## config.mk

```make
export PLATFORM = sky130hd
export DESIGN_NAME = window_level_color_lut_unit
export DESIGN_NICKNAME = d
export VERILOG_FILES = /design/src/wlcl_pkg.sv /design/src/wlcl_setup.sv /design/src/wlcl_front.sv /design/src/wlcl_div.sv /design/src/wlcl_mid.sv /design/src/wlcl_back.sv /design/src/window_level_color_lut_unit.sv
export SDC_FILE = /design/constraint.sdc
export NUM_CORES = 1
export LEC_CHECK = 0
export BUFFER_PORTS_ARGS = -buffer_cell sky130_fd_sc_hd__buf_2
export CAP_MARGIN = 20
export CORE_ASPECT_RATIO = 0.7
export CORE_MARGIN = 5
export CORE_UTILIZATION = 30
export DETAILED_ROUTE_END_ITERATION = 7
export PLACE_DENSITY = 0.56
export SLEW_MARGIN = 20
export SYNTH_ARGS = -nofsm -noshare
export SYNTH_HDL_FRONTEND = slang
export SYNTH_SLANG_ARGS = --single-unit
```

## constraint.sdc

```tcl
create_clock -name clk -period 7.3 [get_ports clk]
set_input_delay 0.73 -clock clk [delete_from_list [all_inputs] [get_ports clk]]
set_output_delay 0.73 -clock clk [all_outputs]
set_load 0.05 [all_outputs]
```

## src/wlcl_pkg.sv

```systemverilog
package wlcl_pkg;

  // Configuration register indexes
  typedef enum logic [2:0] {
    CfgBlackLevel = 3'd0,
    CfgWhiteLevel = 3'd1,
    CfgRampSize   = 3'd2,
    CfgReverseMap = 3'd3,
    CfgFalseColor = 3'd4
  } cfg_reg_t;

  // Register reset values
  localparam logic [7:0] RstBlackLevel = 8'd0;
  localparam logic [7:0] RstWhiteLevel = 8'd255;
  localparam logic [8:0] RstRampSize   = 9'd256;

  // Divider layout: eight quotient bits, two per pipeline stage
  localparam int QuoW      = 8;
  localparam int DivSteps  = 2;
  localparam int DivStages = QuoW / DivSteps;

  // Values derived from the configuration, shared by all stages
  typedef struct packed {
    logic [8:0] lo;
    logic [8:0] hi;
    logic [8:0] span;
    logic       rev;
    logic [8:0] size;
    logic       false_color;
  } setup_t;

  // Flags carried through the first divider
  typedef struct packed {
    logic in_range;
    logic below;
    logic above;
    logic dsat;
    logic is_first;
    logic is_last;
  } front_side_t;

  // Flags and grey value carried through the second divider
  typedef struct packed {
    logic       in_range;
    logic       gsat;
    logic [7:0] grey;
  } grey_side_t;

  // floor(x / 255), exact for any x up to 255 * 256
  function automatic logic [8:0] div255(input logic [15:0] x);
    logic [16:0] t;
    t = {1'b0, x} + {9'd0, x[15:8]} + 17'd1;
    return t[16:8];
  endfunction

  // One restoring step: remainder stays below the divisor (at most 256)
  function automatic logic [8:0] div_step(input logic [7:0] rem, input logic bit_in,
                                          input logic [8:0] divisor);
    logic [8:0] t;
    logic [8:0] res;
    t = {rem, bit_in};
    if (t >= divisor) begin
      res = {1'b1, 8'(t - divisor)};
    end else begin
      res = {1'b0, t[7:0]};
    end
    return res;
  endfunction

endpackage

```

## src/wlcl_setup.sv

```systemverilog
module wlcl_setup #(
  parameter int LUT_ENTRIES = 256
) (
  input  logic                clk,
  input  logic                rst,
  input  logic                cfg_valid,
  input  logic [2:0]          cfg_index,
  input  logic [8:0]          cfg_data,
  output wlcl_pkg::setup_t    setup
);

  localparam logic [8:0] LutSize = 9'(LUT_ENTRIES);

  logic [7:0]  black_level;
  logic [7:0]  white_level;
  logic [8:0]  ramp_size;
  logic        reverse_map;
  logic        false_color;

  logic [8:0]  size;
  logic [7:0]  diff;
  logic [16:0] pb_full;
  logic [16:0] pw_full;
  logic [16:0] pd_full;

  logic [15:0] prod_blk;
  logic [15:0] prod_wht;
  logic [15:0] prod_diff;
  logic        wht_gt_blk;
  logic        rev_cfg;

  logic [8:0]  lo_raw;
  logic [8:0]  hi_raw;
  logic [8:0]  sp_raw;
  logic        swap;
  logic        span_used;

  logic [8:0]  lo;
  logic [8:0]  hi;
  logic [8:0]  span;
  logic        rev;

  // Write configuration registers
  always_ff @(posedge clk) begin
    if (rst) begin
      black_level <= wlcl_pkg::RstBlackLevel;
      white_level <= wlcl_pkg::RstWhiteLevel;
      ramp_size   <= wlcl_pkg::RstRampSize;
      reverse_map <= 1'b0;
      false_color <= 1'b0;
    end else if (cfg_valid) begin
      case (wlcl_pkg::cfg_reg_t'(cfg_index))
        wlcl_pkg::CfgBlackLevel: black_level <= cfg_data[7:0];
        wlcl_pkg::CfgWhiteLevel: white_level <= cfg_data[7:0];
        wlcl_pkg::CfgRampSize:   ramp_size   <= cfg_data;
        wlcl_pkg::CfgReverseMap: reverse_map <= cfg_data[0];
        wlcl_pkg::CfgFalseColor: false_color <= cfg_data[0];
        default: ;
      endcase
    end
  end

  // Clamp ramp size to the table length; zero selects the full table
  assign size = (ramp_size == 9'd0 || ramp_size > LutSize) ? LutSize : ramp_size;

  // Scale levels by the ramp size
  assign diff    = (white_level > black_level) ? (white_level - black_level)
                                               : (black_level - white_level);
  assign pb_full = {9'd0, black_level} * {8'd0, size};
  assign pw_full = {9'd0, white_level} * {8'd0, size};
  assign pd_full = {9'd0, diff} * {8'd0, size};

  always_ff @(posedge clk) begin
    prod_blk   <= pb_full[15:0];
    prod_wht   <= pw_full[15:0];
    prod_diff  <= pd_full[15:0];
    wht_gt_blk <= white_level > black_level;
    rev_cfg    <= reverse_map;
  end

  // Divide by 255, order the bounds, clamp the span
  assign lo_raw    = wlcl_pkg::div255(prod_blk);
  assign hi_raw    = wlcl_pkg::div255(prod_wht);
  assign sp_raw    = wlcl_pkg::div255(prod_diff);
  assign swap      = lo_raw > hi_raw;
  assign span_used = (swap || wht_gt_blk) && (sp_raw != 9'd0);

  always_ff @(posedge clk) begin
    lo   <= swap ? hi_raw : lo_raw;
    hi   <= swap ? lo_raw : hi_raw;
    span <= span_used ? sp_raw : 9'd1;
    rev  <= rev_cfg ^ swap;
  end

  assign setup.lo          = lo;
  assign setup.hi          = hi;
  assign setup.span        = span;
  assign setup.rev         = rev;
  assign setup.size        = size;
  assign setup.false_color = false_color;

endmodule

```

## src/wlcl_front.sv

```systemverilog
module wlcl_front #(
  parameter int LUT_ENTRIES = 256
) (
  input  logic                    clk,
  input  logic                    rst,
  input  logic                    in_valid,
  output logic                    in_ready,
  input  logic [7:0]              in_index,
  input  wlcl_pkg::setup_t        setup,
  output logic                    out_valid,
  input  logic                    out_ready,
  output logic [7:0]              out_rem,
  output wlcl_pkg::front_side_t   out_side
);

  localparam logic [7:0] LastIdx = 8'(LUT_ENTRIES - 1);

  logic       vld0;
  logic [7:0] idx0;
  logic       vld1;
  logic [7:0] idx1;
  logic       inr1;
  logic       first1;
  logic       last1;

  logic       rdy0;
  logic       rdy1;
  logic       rdy2;

  logic       below;
  logic       above;
  logic [7:0] d;

  // Ready chain: a stage takes an item when empty or draining
  assign rdy2     = !out_valid || out_ready;
  assign rdy1     = !vld1 || rdy2;
  assign rdy0     = !vld0 || rdy1;
  assign in_ready = rdy0 && !rst;

  // Advance valid bits
  always_ff @(posedge clk) begin
    if (rst) begin
      vld0      <= 1'b0;
      vld1      <= 1'b0;
      out_valid <= 1'b0;
    end else begin
      if (rdy0) vld0 <= in_valid;
      if (rdy1) vld1 <= vld0;
      if (rdy2) out_valid <= vld1;
    end
  end

  // Classify the index against the ramp bounds
  assign below = {1'b0, idx1} < setup.lo;
  assign above = {1'b0, idx1} >= setup.hi;
  assign d     = idx1 - setup.lo[7:0];

  // Hold payload per stage
  always_ff @(posedge clk) begin
    if (rdy0) idx0 <= in_index;
    if (rdy1) begin
      idx1   <= idx0;
      inr1   <= {1'b0, idx0} < setup.size;
      first1 <= idx0 == 8'd0;
      last1  <= idx0 == LastIdx;
    end
    if (rdy2) begin
      out_rem           <= d;
      out_side.in_range <= inr1;
      out_side.below    <= below;
      out_side.above    <= above;
      out_side.dsat     <= {1'b0, d} >= setup.span;
      out_side.is_first <= first1;
      out_side.is_last  <= last1;
    end
  end

endmodule

```

## src/wlcl_div.sv

```systemverilog
module wlcl_div #(
  parameter int SIDE_W = 1
) (
  input  logic              clk,
  input  logic              rst,
  input  logic              in_valid,
  output logic              in_ready,
  input  logic [7:0]        in_rem,
  input  logic [7:0]        in_low,
  input  logic [SIDE_W-1:0] in_side,
  input  logic [8:0]        divisor,
  output logic              out_valid,
  input  logic              out_ready,
  output logic [7:0]        out_quo,
  output logic [SIDE_W-1:0] out_side
);

  localparam int Stages = wlcl_pkg::DivStages;
  localparam int Steps  = wlcl_pkg::DivSteps;
  localparam int QuoW   = wlcl_pkg::QuoW;

  logic              vld      [Stages];
  logic              rdy      [Stages];
  logic [7:0]        rem      [Stages];
  logic [7:0]        low      [Stages];
  logic [QuoW-1:0]   quo      [Stages];
  logic [SIDE_W-1:0] side     [Stages];

  logic              src_vld  [Stages];
  logic [7:0]        src_rem  [Stages];
  logic [7:0]        src_low  [Stages];
  logic [QuoW-1:0]   src_quo  [Stages];
  logic [SIDE_W-1:0] src_side [Stages];

  logic [7:0]        rem_nx   [Stages];
  logic [7:0]        low_nx   [Stages];
  logic [QuoW-1:0]   quo_nx   [Stages];

  // Ready chain from the output back
  always_comb begin
    rdy[Stages-1] = !vld[Stages-1] || out_ready;
    for (int s = Stages - 2; s >= 0; s--) begin
      rdy[s] = !vld[s] || rdy[s+1];
    end
  end

  // Feed each stage from the one before it
  always_comb begin
    src_vld[0]  = in_valid;
    src_rem[0]  = in_rem;
    src_low[0]  = in_low;
    src_quo[0]  = '0;
    src_side[0] = in_side;
    for (int s = 1; s < Stages; s++) begin
      src_vld[s]  = vld[s-1];
      src_rem[s]  = rem[s-1];
      src_low[s]  = low[s-1];
      src_quo[s]  = quo[s-1];
      src_side[s] = side[s-1];
    end
  end

  // Two restoring steps per stage
  always_comb begin
    logic [8:0]      st;
    logic [7:0]      r;
    logic [7:0]      l;
    logic [QuoW-1:0] q;
    for (int s = 0; s < Stages; s++) begin
      r = src_rem[s];
      l = src_low[s];
      q = src_quo[s];
      for (int k = 0; k < Steps; k++) begin
        st = wlcl_pkg::div_step(r, l[7], divisor);
        r  = st[7:0];
        q  = {q[QuoW-2:0], st[8]};
        l  = {l[6:0], 1'b0};
      end
      rem_nx[s] = r;
      low_nx[s] = l;
      quo_nx[s] = q;
    end
  end

  // Advance valid bits
  always_ff @(posedge clk) begin
    for (int s = 0; s < Stages; s++) begin
      if (rst) begin
        vld[s] <= 1'b0;
      end else if (rdy[s]) begin
        vld[s] <= src_vld[s];
      end
    end
  end

  // Hold payload per stage
  always_ff @(posedge clk) begin
    for (int s = 0; s < Stages; s++) begin
      if (rdy[s]) begin
        rem[s]  <= rem_nx[s];
        low[s]  <= low_nx[s];
        quo[s]  <= quo_nx[s];
        side[s] <= src_side[s];
      end
    end
  end

  assign in_ready  = rdy[0];
  assign out_valid = vld[Stages-1];
  assign out_quo   = quo[Stages-1];
  assign out_side  = side[Stages-1];

endmodule

```

## src/wlcl_mid.sv

```systemverilog
module wlcl_mid (
  input  logic                   clk,
  input  logic                   rst,
  input  logic                   in_valid,
  output logic                   in_ready,
  input  logic [7:0]             in_quo,
  input  wlcl_pkg::front_side_t  in_side,
  input  logic                   rev,
  input  logic [8:0]             size,
  output logic                   out_valid,
  input  logic                   out_ready,
  output logic [7:0]             out_rem,
  output logic [7:0]             out_low,
  output wlcl_pkg::grey_side_t   out_side
);

  logic        vld_a;
  logic [7:0]  grey_a;
  logic        inr_a;

  logic        rdy_a;
  logic        rdy_b;

  logic [7:0]  v_ramp;
  logic [7:0]  v_end;
  logic [7:0]  v_out;
  logic [15:0] n;

  assign rdy_b    = !out_valid || out_ready;
  assign rdy_a    = !vld_a || rdy_b;
  assign in_ready = rdy_a;

  // Advance valid bits
  always_ff @(posedge clk) begin
    if (rst) begin
      vld_a     <= 1'b0;
      out_valid <= 1'b0;
    end else begin
      if (rdy_a) vld_a <= in_valid;
      if (rdy_b) out_valid <= vld_a;
    end
  end

  // Pick the grey level, force the ends, apply reversal
  always_comb begin
    if (in_side.below) begin
      v_ramp = 8'd0;
    end else if (in_side.above || in_side.dsat) begin
      v_ramp = 8'd255;
    end else begin
      v_ramp = in_quo;
    end
    if (in_side.is_first) begin
      v_end = 8'd0;
    end else if (in_side.is_last) begin
      v_end = 8'd255;
    end else begin
      v_end = v_ramp;
    end
    if (!rev) begin
      v_out = v_end;
    end else if (v_end == 8'd0) begin
      v_out = 8'd255;
    end else begin
      v_out = 8'(9'd256 - {1'b0, v_end});
    end
  end

  // Scale grey by 255 and split for the second divider
  assign n = {grey_a, 8'd0} - {8'd0, grey_a};

  always_ff @(posedge clk) begin
    if (rdy_a) begin
      grey_a <= v_out;
      inr_a  <= in_side.in_range;
    end
    if (rdy_b) begin
      out_rem           <= n[15:8];
      out_low           <= n[7:0];
      out_side.in_range <= inr_a;
      out_side.gsat     <= {1'b0, n[15:8]} >= size;
      out_side.grey     <= grey_a;
    end
  end

endmodule

```

## src/wlcl_back.sv

```systemverilog
module wlcl_back (
  input  logic                  clk,
  input  logic                  rst,
  input  logic                  in_valid,
  output logic                  in_ready,
  input  logic [7:0]            in_quo,
  input  wlcl_pkg::grey_side_t  in_side,
  input  logic                  false_color,
  output logic                  out_valid,
  input  logic                  out_ready,
  output logic [7:0]            red,
  output logic [7:0]            green,
  output logic [7:0]            blue,
  output logic                  in_range
);

  logic [7:0] red_nx;
  logic [7:0] green_nx;
  logic [7:0] blue_nx;
  logic [7:0] up;
  logic [7:0] down;

  assign in_ready = !out_valid || out_ready;

  // Rising and falling slopes of the color ramp within one quarter
  assign up   = {in_quo[5:0], 2'b00};
  assign down = {~in_quo[5:0], 2'b00};

  // Map grey to output color
  always_comb begin
    red_nx   = 8'd0;
    green_nx = 8'd0;
    blue_nx  = 8'd0;
    if (!in_side.in_range) begin
      red_nx   = 8'd0;
    end else if (!false_color) begin
      red_nx   = in_side.grey;
      green_nx = in_side.grey;
      blue_nx  = in_side.grey;
    end else if (in_side.gsat) begin
      red_nx   = 8'd255;
    end else begin
      case (in_quo[7:6])
        2'd0: begin
          green_nx = up;
          blue_nx  = 8'd255;
        end
        2'd1: begin
          green_nx = 8'd255;
          blue_nx  = down;
        end
        2'd2: begin
          red_nx   = up;
          green_nx = 8'd255;
        end
        default: begin
          red_nx   = 8'd255;
          green_nx = down;
        end
      endcase
    end
  end

  always_ff @(posedge clk) begin
    if (rst) begin
      out_valid <= 1'b0;
    end else if (in_ready) begin
      out_valid <= in_valid;
    end
  end

  always_ff @(posedge clk) begin
    if (in_ready) begin
      red      <= red_nx;
      green    <= green_nx;
      blue     <= blue_nx;
      in_range <= in_side.in_range;
    end
  end

endmodule

```

## src/window_level_color_lut_unit.sv

```systemverilog
// Channel   Dir  Handshake                     Payload
// cfg       in   cfg_valid / cfg_ready         cfg_index (register), cfg_data
// s_axis    in   s_axis_tvalid / s_axis_tready s_axis_tdata: entry_index
// m_axis    out  m_axis_tvalid / m_axis_tready m_axis_tdata: red, green, blue
//                                              m_axis_tuser: in_range
//
// One item per cycle unless m_axis stalls; stages: front 3, two 4-stage
// dividers each retiring two quotient bits per stage, mid 2, output 1.
// rst is synchronous; s_axis_tready is low while it is high.
// Every stage holds its item while the next is full, so a stalled m_axis
// backs up stage by stage and empty stages keep filling meanwhile.
// cfg_ready is always high; bounds settle via product, then bound registers.
module window_level_color_lut_unit #(
  parameter int LUT_ENTRIES = 256
) (
  input  logic        clk,
  input  logic        rst,
  input  logic        cfg_valid,
  output logic        cfg_ready,
  input  logic [2:0]  cfg_index,
  input  logic [8:0]  cfg_data,
  input  logic        s_axis_tvalid,
  output logic        s_axis_tready,
  input  logic [7:0]  s_axis_tdata,   // [7:0] entry_index
  output logic        m_axis_tvalid,
  input  logic        m_axis_tready,
  output logic [23:0] m_axis_tdata,   // [7:0] red, [15:8] green, [23:16] blue
  output logic        m_axis_tuser    // [0] in_range
);

  localparam int FrontSideW = $bits(wlcl_pkg::front_side_t);
  localparam int GreySideW  = $bits(wlcl_pkg::grey_side_t);

  wlcl_pkg::setup_t       setup;

  logic                   f_valid;
  logic                   f_ready;
  logic [7:0]             f_rem;
  wlcl_pkg::front_side_t  f_side;

  logic                   d1_valid;
  logic                   d1_ready;
  logic [7:0]             d1_quo;
  logic [FrontSideW-1:0]  d1_side;

  logic                   m_valid;
  logic                   m_ready;
  logic [7:0]             m_rem;
  logic [7:0]             m_low;
  wlcl_pkg::grey_side_t   m_side;

  logic                   d2_valid;
  logic                   d2_ready;
  logic [7:0]             d2_quo;
  logic [GreySideW-1:0]   d2_side;

  logic [7:0]             red;
  logic [7:0]             green;
  logic [7:0]             blue;
  logic                   in_range;

  assign cfg_ready = 1'b1;

  wlcl_setup #(
    .LUT_ENTRIES (LUT_ENTRIES)
  ) u_setup (
    .clk       (clk),
    .rst       (rst),
    .cfg_valid (cfg_valid),
    .cfg_index (cfg_index),
    .cfg_data  (cfg_data),
    .setup     (setup)
  );

  wlcl_front #(
    .LUT_ENTRIES (LUT_ENTRIES)
  ) u_front (
    .clk       (clk),
    .rst       (rst),
    .in_valid  (s_axis_tvalid),
    .in_ready  (s_axis_tready),
    .in_index  (s_axis_tdata),
    .setup     (setup),
    .out_valid (f_valid),
    .out_ready (f_ready),
    .out_rem   (f_rem),
    .out_side  (f_side)
  );

  // Ramp position: (index - lo) * 256 / span
  wlcl_div #(
    .SIDE_W (FrontSideW)
  ) u_div_ramp (
    .clk       (clk),
    .rst       (rst),
    .in_valid  (f_valid),
    .in_ready  (f_ready),
    .in_rem    (f_rem),
    .in_low    (8'd0),
    .in_side   (f_side),
    .divisor   (setup.span),
    .out_valid (d1_valid),
    .out_ready (d1_ready),
    .out_quo   (d1_quo),
    .out_side  (d1_side)
  );

  wlcl_mid u_mid (
    .clk       (clk),
    .rst       (rst),
    .in_valid  (d1_valid),
    .in_ready  (d1_ready),
    .in_quo    (d1_quo),
    .in_side   (d1_side),
    .rev       (setup.rev),
    .size      (setup.size),
    .out_valid (m_valid),
    .out_ready (m_ready),
    .out_rem   (m_rem),
    .out_low   (m_low),
    .out_side  (m_side)
  );

  // False color position: grey * 255 / ramp size
  wlcl_div #(
    .SIDE_W (GreySideW)
  ) u_div_color (
    .clk       (clk),
    .rst       (rst),
    .in_valid  (m_valid),
    .in_ready  (m_ready),
    .in_rem    (m_rem),
    .in_low    (m_low),
    .in_side   (m_side),
    .divisor   (setup.size),
    .out_valid (d2_valid),
    .out_ready (d2_ready),
    .out_quo   (d2_quo),
    .out_side  (d2_side)
  );

  wlcl_back u_back (
    .clk         (clk),
    .rst         (rst),
    .in_valid    (d2_valid),
    .in_ready    (d2_ready),
    .in_quo      (d2_quo),
    .in_side     (d2_side),
    .false_color (setup.false_color),
    .out_valid   (m_axis_tvalid),
    .out_ready   (m_axis_tready),
    .red         (red),
    .green       (green),
    .blue        (blue),
    .in_range    (in_range)
  );

  assign m_axis_tdata = {blue, green, red};
  assign m_axis_tuser = in_range;

endmodule

```

# [Word level (Yosys, flattened, before mapping)]
# Memories as Yosys holds them, arrays and structs flattened.
# Index checks and enable logic that the tools add are counted.
[classes] magnitude_cmp=24 n_reduce_logical=47 n_addsub=27 n_mux=77 n_bitwise=10 n_eq_ne=7 n_mul=3
[op_table] operator="two-way mux 9 bit" n=19
[op_table] operator="subtractor 8 bit" n=19
[op_table] operator=">= comparator 9 bit" n=16
[op_table] operator="two-way mux 8 bit" n=13
[op_table] operator="adder 16 x 8 -> 17 bit" n=3
[op_table] operator="adder 17 x 1 -> 17 bit (second input constant)" n=3
[op_table] operator="multiplier 8 x 9 -> 16 bit" n=3
[op_table] operator="case mux 8 bit (2 select lines)" n=3
[op_table] operator="two-way mux 1 bit" n=42
[op_table] operator=">= comparator 8 x 9 -> 1 bit" n=3
[op_table] operator="< comparator 8 x 9 -> 1 bit" n=2
[op_table] operator="logical OR 1 bit" n=17
[op_table] operator="logical NOT 8 bit" n=2
[op_table] operator="subtractor 16 x 8 -> 16 bit" n=1
[op_table] operator="logical NOT 1 bit" n=15
[op_table] operator="AND reduction 2 bit" n=5
[op_table] operator="> comparator 9 bit" n=1
[op_table] operator="> comparator 9 bit (second input constant)" n=1
[op_table] operator="logical NOT 9 bit" n=1
[op_table] operator="nonzero test 9 bit" n=1
[op_table] operator="equality test 8 bit (second input constant)" n=1
[op_table] operator="> comparator 8 bit" n=1
[op_table] operator="OR 1 bit" n=8
[op_table] operator="subtractor 1 x 8 -> 8 bit (first input constant)" n=1
[op_table] operator="other kinds (11)" n=14
[totals] input_bits=25 regBits=204 word_cells=248 ramBits=248 mem_count=10
[mem_list] memory="u_div_color.side" words=4 word_bits=10 read_ports=4 rd_clocked_by_memory_dff=0 wr=4 line_no="wlcl_div.sv:27" source="logic [SIDE_W-1:0] side [Stages];"
[mem_list] memory="u_div_color.quo" words=4 word_bits=8 read_ports=4 rd_clocked_by_memory_dff=0 wr=4 line_no="wlcl_div.sv:26" source="logic [QuoW-1:0] quo [Stages];"
[mem_list] memory="u_div_color.rem" words=4 word_bits=8 read_ports=3 rd_clocked_by_memory_dff=0 wr=4 line_no="wlcl_div.sv:24" source="logic [7:0] rem [Stages];"
[mem_list] memory="u_div_ramp.quo" words=4 word_bits=8 read_ports=4 rd_clocked_by_memory_dff=0 wr=4 line_no="wlcl_div.sv:26"
[mem_list] memory="u_div_ramp.rem" words=4 word_bits=8 read_ports=3 rd_clocked_by_memory_dff=0 wr=4 line_no="wlcl_div.sv:24"
[mem_list] memory="u_div_color.low" words=4 word_bits=6 read_ports=3 rd_clocked_by_memory_dff=0 wr=4 line_no="wlcl_div.sv:25" source="logic [7:0] low [Stages];"
[mem_list] memory="4 more memories"

# [Depth between registers and ports, before layout]
# Gate-level depths: netlist of the first run.
[logic_depth] depth_word=16 depth_mapped=28 ltp_nobuf=26

# [By module]
# From an unflattened synthesis of the first run, not the netlist that was laid out.
[hier_totals] cells_unflattened=2874 area_unflattened_um2=29344.4
[by_module_without_submodules] module="wlcl_setup" area_each_um2=11556.1 n_inst=1 cells_each=1340 seq_area_each_um2=2102.0
[by_module_without_submodules] module="wlcl_div at u_div_color" area_each_um2=6478.7 n_inst=1 cells_each=543 seq_area_each_um2=3002.9
[by_module_without_submodules] module="wlcl_div at u_div_ramp" area_each_um2=5977.0 n_inst=1 cells_each=517 seq_area_each_um2=2522.4
[by_module_without_submodules] module="wlcl_front" area_each_um2=2074.5 n_inst=1 cells_each=183 seq_area_each_um2=1051.0
[by_module_without_submodules] module="wlcl_mid" area_each_um2=1920.6 n_inst=1 cells_each=172 seq_area_each_um2=1061.0
[by_module_without_submodules] module="wlcl_back" area_each_um2=1322.5 n_inst=1 cells_each=116 seq_area_each_um2=770.7
[by_module_without_submodules] module="window_level_color_lut_unit" area_each_um2=15.0 n_inst=1 cells_each=3 seq_area_each_um2=0.0

# [Worst setup path before layout of the first run]
# Ideal clock, no wire load.
[synth_path] path_kind="register to register" from="register u_setup.white_level[0]" to="register u_setup.prod_diff[15]" t_required_ps=7179 setup_ps=121 n_path_buf=2 path_stages_with_launch=25 slack_ps=940 arrival_time_ps=6239 synth_period_minus_slack_ps=6360 cell_sequence="dfxtp_1 -> clkinv_1 -> ha_1 -> fa_1 -> nor2b_1 -> o211ai_1 -> a311o_1 -> a211o_1 -> and3_1 -> buf_6 -> clkbuf_1 -> o211ai_1 -> fa_1 -> fa_1 -> fa_1 -> inv_1 -> fa_1 -> inv_1 -> ha_1 -> or2_2 -> a21oi_1 -> a21oi_1 -> a211oi_1 -> a21oi_1 -> xnor2_1"
[synth_between] elab_chain_len=3 elab_cells_between_ends=5 cone_classes="add/sub (2); mul (1); order compare (1); mux (1)"
[synth_rtl] item="start, declared" line_no="wlcl_setup.sv:15" source="logic [7:0] white_level;"
[synth_rtl] item="start signal, assigned" line_no="wlcl_setup.sv:47" source="white_level <= wlcl_pkg::RstWhiteLevel;"
[synth_rtl] item="start signal, assigned" line_no="wlcl_setup.sv:54" source="wlcl_pkg::CfgWhiteLevel: white_level <= cfg_data[7:0];"
[synth_rtl] item="subtractor 8 bit (tied with other cells)" line_no="wlcl_setup.sv:68" source=": (black_level - white_level);"
[synth_rtl] item="two-way mux 8 bit (*)" line_no="wlcl_setup.sv:67" source="assign diff = (white_level > black_level) ? (white_level - black_level)"
[synth_rtl] item="multiplier 8 x 9 -> 16 bit (*)" line_no="wlcl_setup.sv:71" source="assign pd_full = {9'd0, diff} * {8'd0, size};"
[synth_rtl] item="via u_setup.pd_full[15]" line_no="wlcl_setup.sv:24" source="logic [16:0] pd_full;"
[synth_rtl] item="end signal, assigned" line_no="wlcl_setup.sv:76" source="prod_diff <= pd_full[15:0];"
[synth_rtl] item="end, declared" line_no="wlcl_setup.sv:28" source="logic [15:0] prod_diff;"
# Mark *: on every way through the listed nets, which the timed path passes. The rest lies on a longest branch.
# A chain may end at the register's enable or synchronous reset.

# [Worst setup path in the final report of the first run]
[layout_path] from="register u_setup.white_level[2]" to="register u_setup.prod_diff[15]"
# The elaborated chain is that of the path after synthesis.

==> run summary, run 1 <==
The row count is 93. The main combinational cell family by area after synthesis is adder cells. Once detail routing completed, the nets flagged for antenna violations numbered 0. For this run, the share of the core covered by cells in the final layout is 0.337. The total setup buffers inserted after CTS is 0. Summed over all instances, the cell type with the most area after synthesis is sky130_fd_sc_hd__edfxtp_1.

The cell sitting at the root of the clock tree is a sky130_fd_sc_hd__clkbuf_16. The class of the worst hold path is in -> reg. The count of endpoints failing hold in the final timing report came to 0.

The via-per-instance ratio came out at 4.74. STA classifies the critical path endpoint as a register. The number of cells produced by synthesis came out at 2788. The clock period could shrink to 6.94 ns. Averaged over all synthesized cells, the footprint is 10.1 um2. The die height came out at 266 um. The total power is 13.0 mW. The number of synthesized register bits came out at 372. The portion of the post-synthesis area used by sequential elements came out at 0.358. Once placement finished, the instance area stood at 0.0298 mm2.

The clock transition at the registers of the reported paths came out at 0.06 ns. For this design, the slowest cell found on the critical path is sky130_fd_sc_hd__fa_1. The fraction of post-synthesis cell area in the top cell type by area came out at 0.279. The congestion estimate from routability-driven global placement came to 0.881. The slew of the pin with the lowest slew margin is 1.08 ns. The worst-case vdd ir drop came out at 0.000246 V. The portion of the clock cycle consumed by the worst path in the final layout is 0.951.

Across all hold checks on the routed design, the worst slack comes to 0.329 ns. For this run, the detailed router's first-pass iteration total came to 5. The peak fanout along the critical path is 10. The clock latency on the worst-skew pair is 0.58 ns. The overall overflow remaining after global route came out at 0. The number of standard cells in the final layout excluding fillers is 4106. Traced cell by cell, the critical path runs through clkinv_1 > ha_1 > nor2b_1 > o211ai_1 > a31oi_1 > o21ai_4 > mux2_2 > a221oi_1 > o211ai_1 > fa_1 > fa_1 > fa_1 > inv_1 > fa_1 > inv_1 > ha_1 > or2_2 > a21oi_1 > a21oi_1 > a211oi_1 > a21oi_1 > xnor2_1. The number of clock buffers inserted by TritonCTS came out at 41.

The number of buffers and inverters on the critical path came out at 3. The launch point of the worst path is u_setup.white_level[2]. The library cells used most frequently in the layout, excluding fill and tap cells, are 336 x sky130_fd_sc_hd__ha_1, 291 x sky130_fd_sc_hd__inv_1, 281 x sky130_fd_sc_hd__nor2_1. The number of max-slew violations in the final report is 0. The synthesized netlist occupies a cell area of 0.0281 mm2. Ranked by total cell area, the synthesized netlist is headed by sky130_fd_sc_hd__edfxtp_1 28%, sky130_fd_sc_hd__ha_1 15%, sky130_fd_sc_hd__fa_1 9.8%. TritonCTS built the clock tree. In this run the tool buffered the top-level ports with 51 buffer cells. The core outline area is 0.0925 mm2. The worst register-to-register path begins at u_setup.white_level[2]. The hold buffer count at cts is 0.

Of the cells placed in the final design, the portion with a size suffix greater than 1 is 0.0975. The post-synthesis net count is 3287. In the post-route analysis, the smallest setup slack over all paths is 0.361 ns.

The library cell used most frequently in the layout, excluding fill and tap cells, is sky130_fd_sc_hd__ha_1. The synthesized-area fraction occupied by adder cells is 0.248. The startpoint identified for the worst hold timing path is s_axis_tdata[3]. The via count of the routed design came out at 19443. The count of flip-flops with a built-in enable after synthesis came out at 261.

The synthesized-area fraction occupied by ao, oa, aoi and oai cells came out at 0.112. The placed instance count is 4030. The delay of the slowest cell on the worst path is 0.54 ns.

The total routed wirelength is 65.4 mm. The layout filler cell count is 9422. The sum of net half-perimeters after detailed placement came out at 50.3 mm. The run finished with clean final reports.

Setup repair after global routing left no endpoint under its margin. In this design, the critical path's most frequently occurring cell is sky130_fd_sc_hd__fa_1. The initial cell density of the core came out at 0.304. For this run, the top clock speed supported by timing is 0.144 GHz. The fraction of the mapped netlist area in simple logic gates is 0.136.

Counting flops with an async set or reset pin after synthesis yields a share of 0. The sum of negative setup slack came out at 0 ns. The multiplexer fraction of the synthesized cell area is 0.0468. The post-placement setup slack is 0.508 ns. The detailed router's first-iteration violation count is 1178. STA puts the critical path data required time at 7.75 ns.

The area growth from synthesis to layout is 10.9%. The count of distinct cell types in the synthesized netlist is 70. The finished cells cover 0.0312 mm2. The global-route wire length before repair is 106 mm. For this design the static power due to leakage is 13.6 nW. The kind of cell with the highest combined delay along the critical path is adder cells. Max-cap violations in this run came to 0. No sink is reached through more buffers than the 3 on the longest clock path. Of the total synthesized cell area, the portion taken by XOR and XNOR cells is 0.0476. The number of instances resized during post-cts repair came out at 0. The final worst clock skew is 0.0276 ns. The average wire per standard cell came out at 15.9 um. The arrival time of the worst setup path is 7.39 ns. The number of global-route vias before repair is 19174. The largest net degree at the start of global routing came out at 51. The initial antenna violation count came out at 1. The DRC violation count after routing is 0. The number of clock sinks seen by CTS is 372. The type of the worst setup path is reg -> reg. For this design the top-level I/O count stands at 53.

Setup violations remaining at the end of the flow were counted as 0. The number of antenna diodes in the final layout is 0. STA classifies the critical path startpoint as a register. The power per standard cell area came out at 417 mW/mm2. The count of nets after finishing came out at 3337. For this run, the total global-route usage over all layers was measured as 0.130. The floorplan die width is 376 um. The number of H-tree branching levels is 2. The normalized max-slew margin is 0.282. During synthesis, Yosys emitted a total of 0 warnings.

The most used flip-flop cell after synthesis is sky130_fd_sc_hd__edfxtp_1. The die footprint is 0.100 mm2.
-- final timing paths --
path                                              end  slack, ns  depth (start not counted)
worst max register to register  u_setup.prod_diff[15]       0.36                         22
worst min register to register        u_setup.rev_cfg       0.36                          0
worst min-delay path                  u_front.idx0[3]       0.33                          1
worst max-delay path            u_setup.prod_diff[15]       0.36                         22
-- layout make-up --
class	count	area, um2	area share
Clock inverter	26	201	0.00646
Sequential cell	372	10100	0.323
Multi-Input combinational cell	2036	16600	0.532
Timing Repair Buffer	86	518	0.0166
Tap cell	1235	1550	0.0496
Clock buffer	50	1140	0.0367
Inverter	301	1130	0.0362
-- logic make-up after synthesis --
kind of cell | Yosys count
mux | 121
fa+ha+maj | 474
buf+inv | 380
xor+xnor | 152
compound gates | 475
flops | 372
other cells | 1
simple gates | 813
-- registers in the layout (all words and copies together) (netlist names), 10 cells and up --
register and flops:
u_div_color.low 10, u_mid.out_side 10, u_setup.prod_wht 16, u_setup.prod_blk 16, u_div_ramp.quo 20, u_setup.prod_diff 16
u_div_color.side 39, u_div_color.quo 20, u_div_ramp.rem 24, u_div_color.rem 24, u_div_ramp.side 24
-- worst reg2reg max path: stages, from the launching register on --
cell and delay [ns]:
sky130_fd_sc_hd__dfxtp_1 0.43, sky130_fd_sc_hd__clkinv_1 0.28, sky130_fd_sc_hd__ha_1 0.49, sky130_fd_sc_hd__nor2b_1 0.19, sky130_fd_sc_hd__o211ai_1 0.20, sky130_fd_sc_hd__a31oi_1 0.21
sky130_fd_sc_hd__o21ai_4 0.36, sky130_fd_sc_hd__mux2_2 0.49, sky130_fd_sc_hd__a221oi_1 0.32, sky130_fd_sc_hd__o211ai_1 0.17, sky130_fd_sc_hd__fa_1 0.51, sky130_fd_sc_hd__fa_1 0.53
sky130_fd_sc_hd__fa_1 0.54, sky130_fd_sc_hd__inv_1 0.05, sky130_fd_sc_hd__fa_1 0.52, sky130_fd_sc_hd__inv_1 0.04, sky130_fd_sc_hd__ha_1 0.33, sky130_fd_sc_hd__or2_2 0.32
sky130_fd_sc_hd__a21oi_1 0.15, sky130_fd_sc_hd__a21oi_1 0.07, sky130_fd_sc_hd__a211oi_1 0.33, sky130_fd_sc_hd__a21oi_1 0.13, sky130_fd_sc_hd__xnor2_1 0.14
-- Yosys cell counts (all sizes together), types with 26 or more instances --
cell type / number
ha: 337
inv: 291
nor2: 289
edfxtp: 261
nand2: 204
fa: 137
a21oi: 129
dfxtp: 111
o21ai: 102
xnor2: 102
mux2: 84
nor2b: 57
o21a: 54
clkbuf: 53
nand2b: 52
xor2: 50
nor3: 49
mux2i: 37
nand3: 34
a21o: 33
buf: 26
-- routing by layer --
metal | part of all wire | GRT usage | vias to the layer above
met3 | 0.055 | 0.0249 | 76
met1 | 0.54 | 0.204 | 9173
met4 | 0.016 | 0.0242 | 2
li1 | - | - | 9792
met2 | 0.39 | 0.185 | 400
met5 | 0.00020 | 0 | -
-- power breakdown --
group	internal [mW]	leakage [nW]	switching [mW]
Clock	1.17	0.656	0.912
Combinational	3.35	9.22	3.91
Sequential	3.28	3.73	0.371
Power figures use the tool's default switching activity.
==> inputs of run 2 (changes only) <==
--- a/config.mk
+++ b/config.mk
@@ -9,9 +9,11 @@
 export CAP_MARGIN = 20
 export CORE_ASPECT_RATIO = 0.7
 export CORE_MARGIN = 5
-export CORE_UTILIZATION = 30
+export CORE_UTILIZATION = 56
 export DETAILED_ROUTE_END_ITERATION = 7
-export PLACE_DENSITY = 0.56
+export GPL_TIMING_DRIVEN = 0
+export PLACE_DENSITY = 0.84
+export REMOVE_ABC_BUFFERS = 1
 export SLEW_MARGIN = 20
 export SYNTH_ARGS = -nofsm -noshare
 export SYNTH_HDL_FRONTEND = slang
==> run summary, run 2 (synthesized netlist as in run 1, its figures left out) <==
The clock transition at the registers of the reported paths came out at 0.06 ns. At the pin with the least slew margin, the transition time is 1.08 ns. Prior to clock tree synthesis, the placed netlist has a worst setup slack of -0.319 ns.

The capturing element type of the critical path is a register. In this run the horizontal extent of the chip is 278 um. The tree is rooted in a sky130_fd_sc_hd__clkbuf_16.

The die footprint is 0.0548 mm2. Of the cells placed in the final design, the portion with a size suffix greater than 1 is 0.100. The signal on the critical path passes through clkinv_2 > ha_1 > fa_1 > nor2b_1 > o211ai_1 > a311o_2 > a211o_1 > and3_2 > or2_4 > nor2_2 > fa_1 > fa_1 > fa_1 > inv_1 > fa_1 > inv_1 > ha_1 > or2_2 > a21oi_1 > a21oi_1 > a211oi_2 > a21oi_1 > xnor2_1. The weighted congestion reported at the end of routability-driven placement is 0.920.

The total track usage is 0.232. The hold buffer count at cts came out at 0. Dividing the detail-routed via count by the number of cells gives 5.92. The length of the first detailed-routing pass in iterations is 5. The antenna cell count is 0.

The filler cells instantiated in the layout total 3795. The number of ports placed on the die boundary came out at 53. The tree built by TritonCTS fans out to 372 sinks. The row count came out at 68.

The slowest stage of the critical path is the sky130_fd_sc_hd__fa_1 cell. The area growth from synthesis to layout is 8.32%. In this run, the number of DRC markers left after iteration 0 of detailed routing was 1672. The number of buffer cells added on primary ports came out at 51.

After detailed routing, the number of remaining DRC violations is 0. The total overflow left after global routing is 0. The final worst clock skew is 0.0105 ns.

The flow ran to the end, and the final reports show no timing, DRC or antenna violations. The initial antenna violation count is 0. In the post-route analysis, the smallest setup slack over all paths is 0.327 ns. The global-route wire length before repair came out at 106 mm.

The tool flagged a number of max-cap violations equal to 0. STA classifies the critical path startpoint as a register. In this run, CTS created clock tree buffers numbering 39.

The final layout contains 3309 nets. The highest achievable clock rate came out at 0.143 GHz. The final number of setup-violating endpoints is 0.

Dividing total power by cell area gives a power density of 433 mW/mm2. The leading cell type in the layout, fill and taps excluded is sky130_fd_sc_hd__ha_1. The portion of the clock cycle consumed by the worst path in the final layout came out at 0.955. The number of H-tree branching levels is 2. The average wire per standard cell came out at 18.2 um. TritonCTS built the clock tree. The placed instance count came out at 3426. The worst-case vdd ir drop came out at 0.000322 V. The count of nets left with antenna violations once routing finished came out at 0. The largest net degree at the start of global routing came out at 51. The total power is 13.2 mW. The total routed wirelength came out at 63.9 mm. The smallest hold slack came out at 0.357 ns.

The number of global-route vias before repair came out at 21356. The register with the most flip-flops in the layout has 39 of them. The number of standard cells in the final layout excluding fillers came out at 3506.

By startpoint and endpoint, the worst setup path is classified as reg -> reg. The peak fanout along the critical path is 17. The initial cell density of the core is 0.568. The count of endpoints failing hold in the final timing report came out at 0.

The critical path required time is 7.75 ns. The delay of the slowest cell on the worst path came out at 0.58 ns. Across all layers, the routed design uses 20759 vias. The number of max-slew violations in the final report came out at 0. Leaving out fill and tap cells, the most frequent cells in the layout are 332 x sky130_fd_sc_hd__ha_1, 285 x sky130_fd_sc_hd__inv_1, 282 x sky130_fd_sc_hd__nor2_1.

The clock period minus final worst setup slack came out at 6.97 ns. After legalization and detailed placement, the total HPWL measured 47.0 mm. The normalized max-slew margin came out at 0.282. The path class of the tightest hold or removal check is in -> reg. At the worst endpoint, the arrival time is 7.42 ns.

The die height came out at 197 um. The clock latency on the worst-skew pair came out at 0.54 ns. For this design the static power due to leakage is 13.5 nW. The region available for standard cell placement spans 0.0494 mm2. In this design, the critical path's most frequently occurring cell is sky130_fd_sc_hd__fa_1. The deepest clock path buffer count is 3.

Setup repair after global routing left no endpoint under its margin. Ranked by flip-flop count, first place goes to u_div_color.side.
[run 2: cell types whose count changed in the layout (fill, tap and decap cells not counted), moves of 4 or more]
cell	change
sky130_fd_sc_hd__inv_1	-6
sky130_fd_sc_hd__nor2b_2	+4
sky130_fd_sc_hd__inv_2	+6
sky130_fd_sc_hd__buf_4	-28
sky130_fd_sc_hd__ha_1	-4
sky130_fd_sc_hd__clkinv_2	-4
sky130_fd_sc_hd__nor2b_1	-5
sky130_fd_sc_hd__inv_6	-4
sky130_fd_sc_hd__clkinv_1	-5
sky130_fd_sc_hd__clkinvlp_4	+4
[run 2: stage by stage]
step                      utilization  setup TNS, ns  area [um2]
after global routing            0.616              0       30400
after CTS                       0.613              0       30300
final                           0.616              0       30400
after global placement          0.584         -42.14       28800
after floorplan                     -              0       27800
after detailed placement        0.585         -0.695       28900
[run 2: worst paths after layout]
path                                             start                     end  slack, ns  cells after the start
worst max-delay path            u_setup.white_level[0]   u_setup.prod_diff[15]       0.33                     23
worst min-delay path                   s_axis_tdata[2]         u_front.idx0[2]       0.36                      1
worst max register to register  u_setup.white_level[0]   u_setup.prod_diff[15]       0.33                     23
worst min register to register       u_mid.out_side[6]  u_div_color.side[0][6]       0.41                      0
[run 2: per-layer routing]
layer	vias up	GRT usage	wire [um]
li1	9719	-	-
met3	148	0.0358	4610
met5	-	0	0
met1	10086	0.307	27200
met4	0	0.0628	1550
met2	806	0.403	30600
[run 2: power breakdown]
group          switching, mW  internal (mW)  total (mW)
clock network          0.875           1.21        2.09
registers              0.373           3.28        3.65
logic                   4.07           3.37        7.43
total                   5.31           7.86        13.2
[run 2: what timing repair did]
action / 4_1_cts / 5_1_grt
pin swaps: 1 / 1
endpoints found under the setup margin: 3 / 5
setup buffers: 1 / 5
resized for setup: 10 / 18
[run 2: area by class of cell]
class	count	area, um2	share of cell area
inverters	301	1140	0.0376
clock inverters	23	278	0.00913
multi-input cells	2036	16700	0.548
flip-flops and latches	372	10100	0.331
repair buffers	60	350	0.0115
clock buffers	49	1080	0.0354
well taps	665	832	0.0273
[run 2: worst max-delay path: cells and delay by family (launching register included)]
kind | cells | cell delay (ns)
AO/OA/AOI/OAI | 7 | 1.54
XOR/XNOR | 1 | 0.22
adder cells (fa/ha/maj) | 7 | 3.06
buffers and inverters | 3 | 0.30
flip-flops | 1 | 0.41
AND/OR/NAND/NOR | 5 | 1.34
==> inputs of run 3 (changes only) <==
--- a/config.mk
+++ b/config.mk
@@ -13,7 +13,6 @@
 export DETAILED_ROUTE_END_ITERATION = 7
 export GPL_TIMING_DRIVEN = 0
 export PLACE_DENSITY = 0.84
-export REMOVE_ABC_BUFFERS = 1
 export SLEW_MARGIN = 20
 export SYNTH_ARGS = -nofsm -noshare
 export SYNTH_HDL_FRONTEND = slang
==> run summary, run 3 (synthesized netlist as in run 1, its figures left out) <==
The flow ran to the end, and the final reports show no timing, DRC or antenna violations. The tool flagged a number of max-cap violations equal to 0. The die footprint came out at 0.0548 mm2.

In the global route stage, overall resource usage came out at 0.240. The via count of the routed design is 21123. In this run the tightest slew margin relative to its limit is 0.320. The flop-to-flop setup slack is 0.15 ns. The critical path's slowest cell is sky130_fd_sc_hd__fa_1.

The worst register-to-register path ends at u_setup.prod_diff[15]. The number of max-slew violations in the final report is 0. Once placement completed, the tool counted placed cells totaling 3504. The number of clock buffers inserted by TritonCTS is 39. The proportion of total power due to net switching is 0.406. The final worst clock skew came out at 0.0241 ns. The kind of start point of the critical path is a register.

The number of standard cells in the final layout excluding fillers came out at 3581. The clock share of power came out at 0.149. The cell seen most often among critical-path stages is sky130_fd_sc_hd__fa_1. The detailed router's first-iteration violation count is 1828. Entering global routing, the biggest net connects 28 pins. The sum of net half-perimeters after detailed placement is 50.9 mm. The arrival time of the worst setup path came out at 7.59 ns. The clock transition at the registers of the reported paths is 0.07 ns. The smallest clock period supported by the final layout is computed as 7.15 ns. The slew of the pin with the lowest slew margin came out at 1.02 ns. The deepest clock path buffer count came out at 3. The fraction of power consumed by sequential logic came out at 0.277. The worst setup path is of the reg -> reg kind. Before CTS, the worst setup slack after placement is -0.499 ns. For this design the total switching power over the nets is 5.32 mW. The worst setup path is captured at a register. The number of H-tree branching levels came out at 2.

For this run, design rule violations remaining after detail routing come to 0. The length of the first detailed-routing pass in iterations came out at 6. The cell sitting at the root of the clock tree is a sky130_fd_sc_hd__clkbuf_16.

The critical path required time is 7.74 ns. Of the total power, combinational logic draws 0.573. The highest achievable clock rate is 0.140 GHz.

The final number of setup-violating endpoints came out at 0. The die height came out at 197 um. The clock latency on the worst-skew pair came out at 0.57 ns. The count of antenna-violating nets left after detailed routing is 0. The cell family contributing the most delay on the critical path is adder cells.

The area growth from synthesis to layout is 8.95%. The depth of the critical timing path with buffers and inverters included came out at 25. The cell internal power dissipation is 7.77 mW. The logic depth of the worst register-to-register path came out at 25. The total routed wirelength is 67.3 mm. The worst-case vdd ir drop came out at 0.000394 V. The leakage power figure came out at 13.6 nW. The hold buffer count at cts came out at 0.

The delay of the slowest cell on the worst path is 0.55 ns. TritonCTS built the clock tree. Leaving out fill and tap cells, the most frequent cells in the layout are 337 x sky130_fd_sc_hd__ha_1, 291 x sky130_fd_sc_hd__inv_1, 282 x sky130_fd_sc_hd__nor2_1. More flip-flops sit in one register than any other, and that register is u_div_color.side. The library cell used most frequently in the layout, excluding fill and tap cells, is sky130_fd_sc_hd__ha_1. The critical register-to-register path startpoint is u_setup.white_level[5]. The floorplan die width came out at 278 um. The number of buffers and inverters on the critical path came out at 6. After floorplanning, the core was sized to cover 0.0494 mm2. The antenna cell count came out at 0. The weighted congestion reported at the end of routability-driven placement is 0.929.

The tightest min-delay check is of the in -> reg type. The proportion of layout cells with a drive suffix above 1 came out at 0.0971. In this run the worst setup path terminates at u_setup.prod_diff[15].

The average wire per standard cell came out at 18.8 um. The peak fanout along the critical path is 9. The initial cell density of the core came out at 0.568. The count of endpoints failing hold in the final timing report came out at 0. In the routed layout, each cell is associated on average with a via count of 5.90. The count of nets after finishing is 3387. In this run the worst setup path begins at u_setup.white_level[5]. The power per standard cell area is 427 mW/mm2. The row count came out at 68. The smallest setup slack after layout came out at 0.148 ns. The number of global-route vias before repair came out at 21439. For this design, the sink count on the clock tree is 372. The layout filler cell count came out at 3826.

The number of ports placed on the die boundary came out at 53. The register with the most flip-flops in the layout has 39 of them. Setup repair after global routing could not meet its margin everywhere. The overall overflow remaining after global route came out at 0. The global-route wire length before repair is 108 mm. The initial antenna violation count is 0. In the finished design, the share of the clock period the worst path needs comes to 0.980. The number of buffer cells added on primary ports came out at 51.
-- run 3: cell types whose count changed in the layout (fill, tap and decap cells not counted), sizes merged --
cell | previous run | this run
inv | 296 | 298
clkbuf | 49 | 102
clkinvlp | 9 | 4
clkinv | 15 | 18
bufinv | 4 | 1
buf | 60 | 85
-- run 3: worst register-to-register path: cells and delay by family (launching register included) --
kind	cells	cell delay (ns)
muxes	1	0.27
adders and majority gates	6	2.75
and+or+nand+nor	2	0.44
buffers and inverters	6	0.91
DFF	1	0.36
AOI/OAI and AO/OA	8	1.54
xor gates and xnor gates	2	0.74
-- run 3: timing repair --
action                                  in CTS  in global routing
pin swaps                                    0                  4
setup buffers                                0                  9
endpoints found under the setup margin       4                 25
resized for setup                            4                 25
-- run 3: through the flow --
step / cell area (um2) / utilization / hold WS, ns / total power [mW] / setup TNS [ns]
floorplan: 28100 / - / 0.331 / 9.38 / 0
global placement: 29200 / 0.590 / 0.378 / 10.5 / -7.40
detailed placement: 29200 / 0.591 / 0.381 / 10.9 / -1.05
CTS: 30500 / 0.616 / 0.339 / 13.0 / 0
global route: 30600 / 0.619 / 0.341 / 14.0 / -0.133
finish: 30600 / 0.619 / 0.360 / 13.1 / 0
-- run 3: area by class of cell --
cell class	count	area [um2]	area share
multi-input cells	2036	16600	0.544
flip-flops and latches	372	10100	0.329
inverters	301	1140	0.0374
clock buffers	49	1050	0.0345
well taps	665	832	0.0272
plain buffers	78	357	0.0116
repair buffers	60	323	0.0105
clock inverters	20	203	0.00662
-- run 3: power groups by stage --
stage / sequential, mW / clock (mW) / combinational (mW)
2_1_floorplan: 3.76 / 0 / 5.62
3_3_place_gp: 3.62 / 0 / 6.85
3_5_place_dp: 3.66 / 0 / 7.29
4_1_cts: 3.62 / 1.98 / 7.39
5_1_grt: 3.69 / 2.08 / 8.26
6_report: 3.63 / 1.95 / 7.50
-- run 3: worst min-delay path by stage --
stage,from,end,slack [ns],depth (start not counted)
floorplan,u_setup.reverse_map,u_setup.rev_cfg,0.33,0
global placement,u_setup.reverse_map,u_setup.rev_cfg,0.38,0
detailed placement,u_setup.reverse_map,u_setup.rev_cfg,0.38,0
CTS,s_axis_tdata[6],u_front.idx0[6],0.34,1
global route,s_axis_tdata[6],u_front.idx0[6],0.34,1
finish,s_axis_tdata[6],u_front.idx0[6],0.36,1
-- run 3: metal layers --
layer,wire (um),part of all wire,GRT usage,up-vias
met4,1740,0.026,0.0701,0
met5,0,0,0,-
met2,31400,0.47,0.400,827
li1,-,-,-,9881
met3,5080,0.075,0.0471,172
met1,29000,0.43,0.322,10243
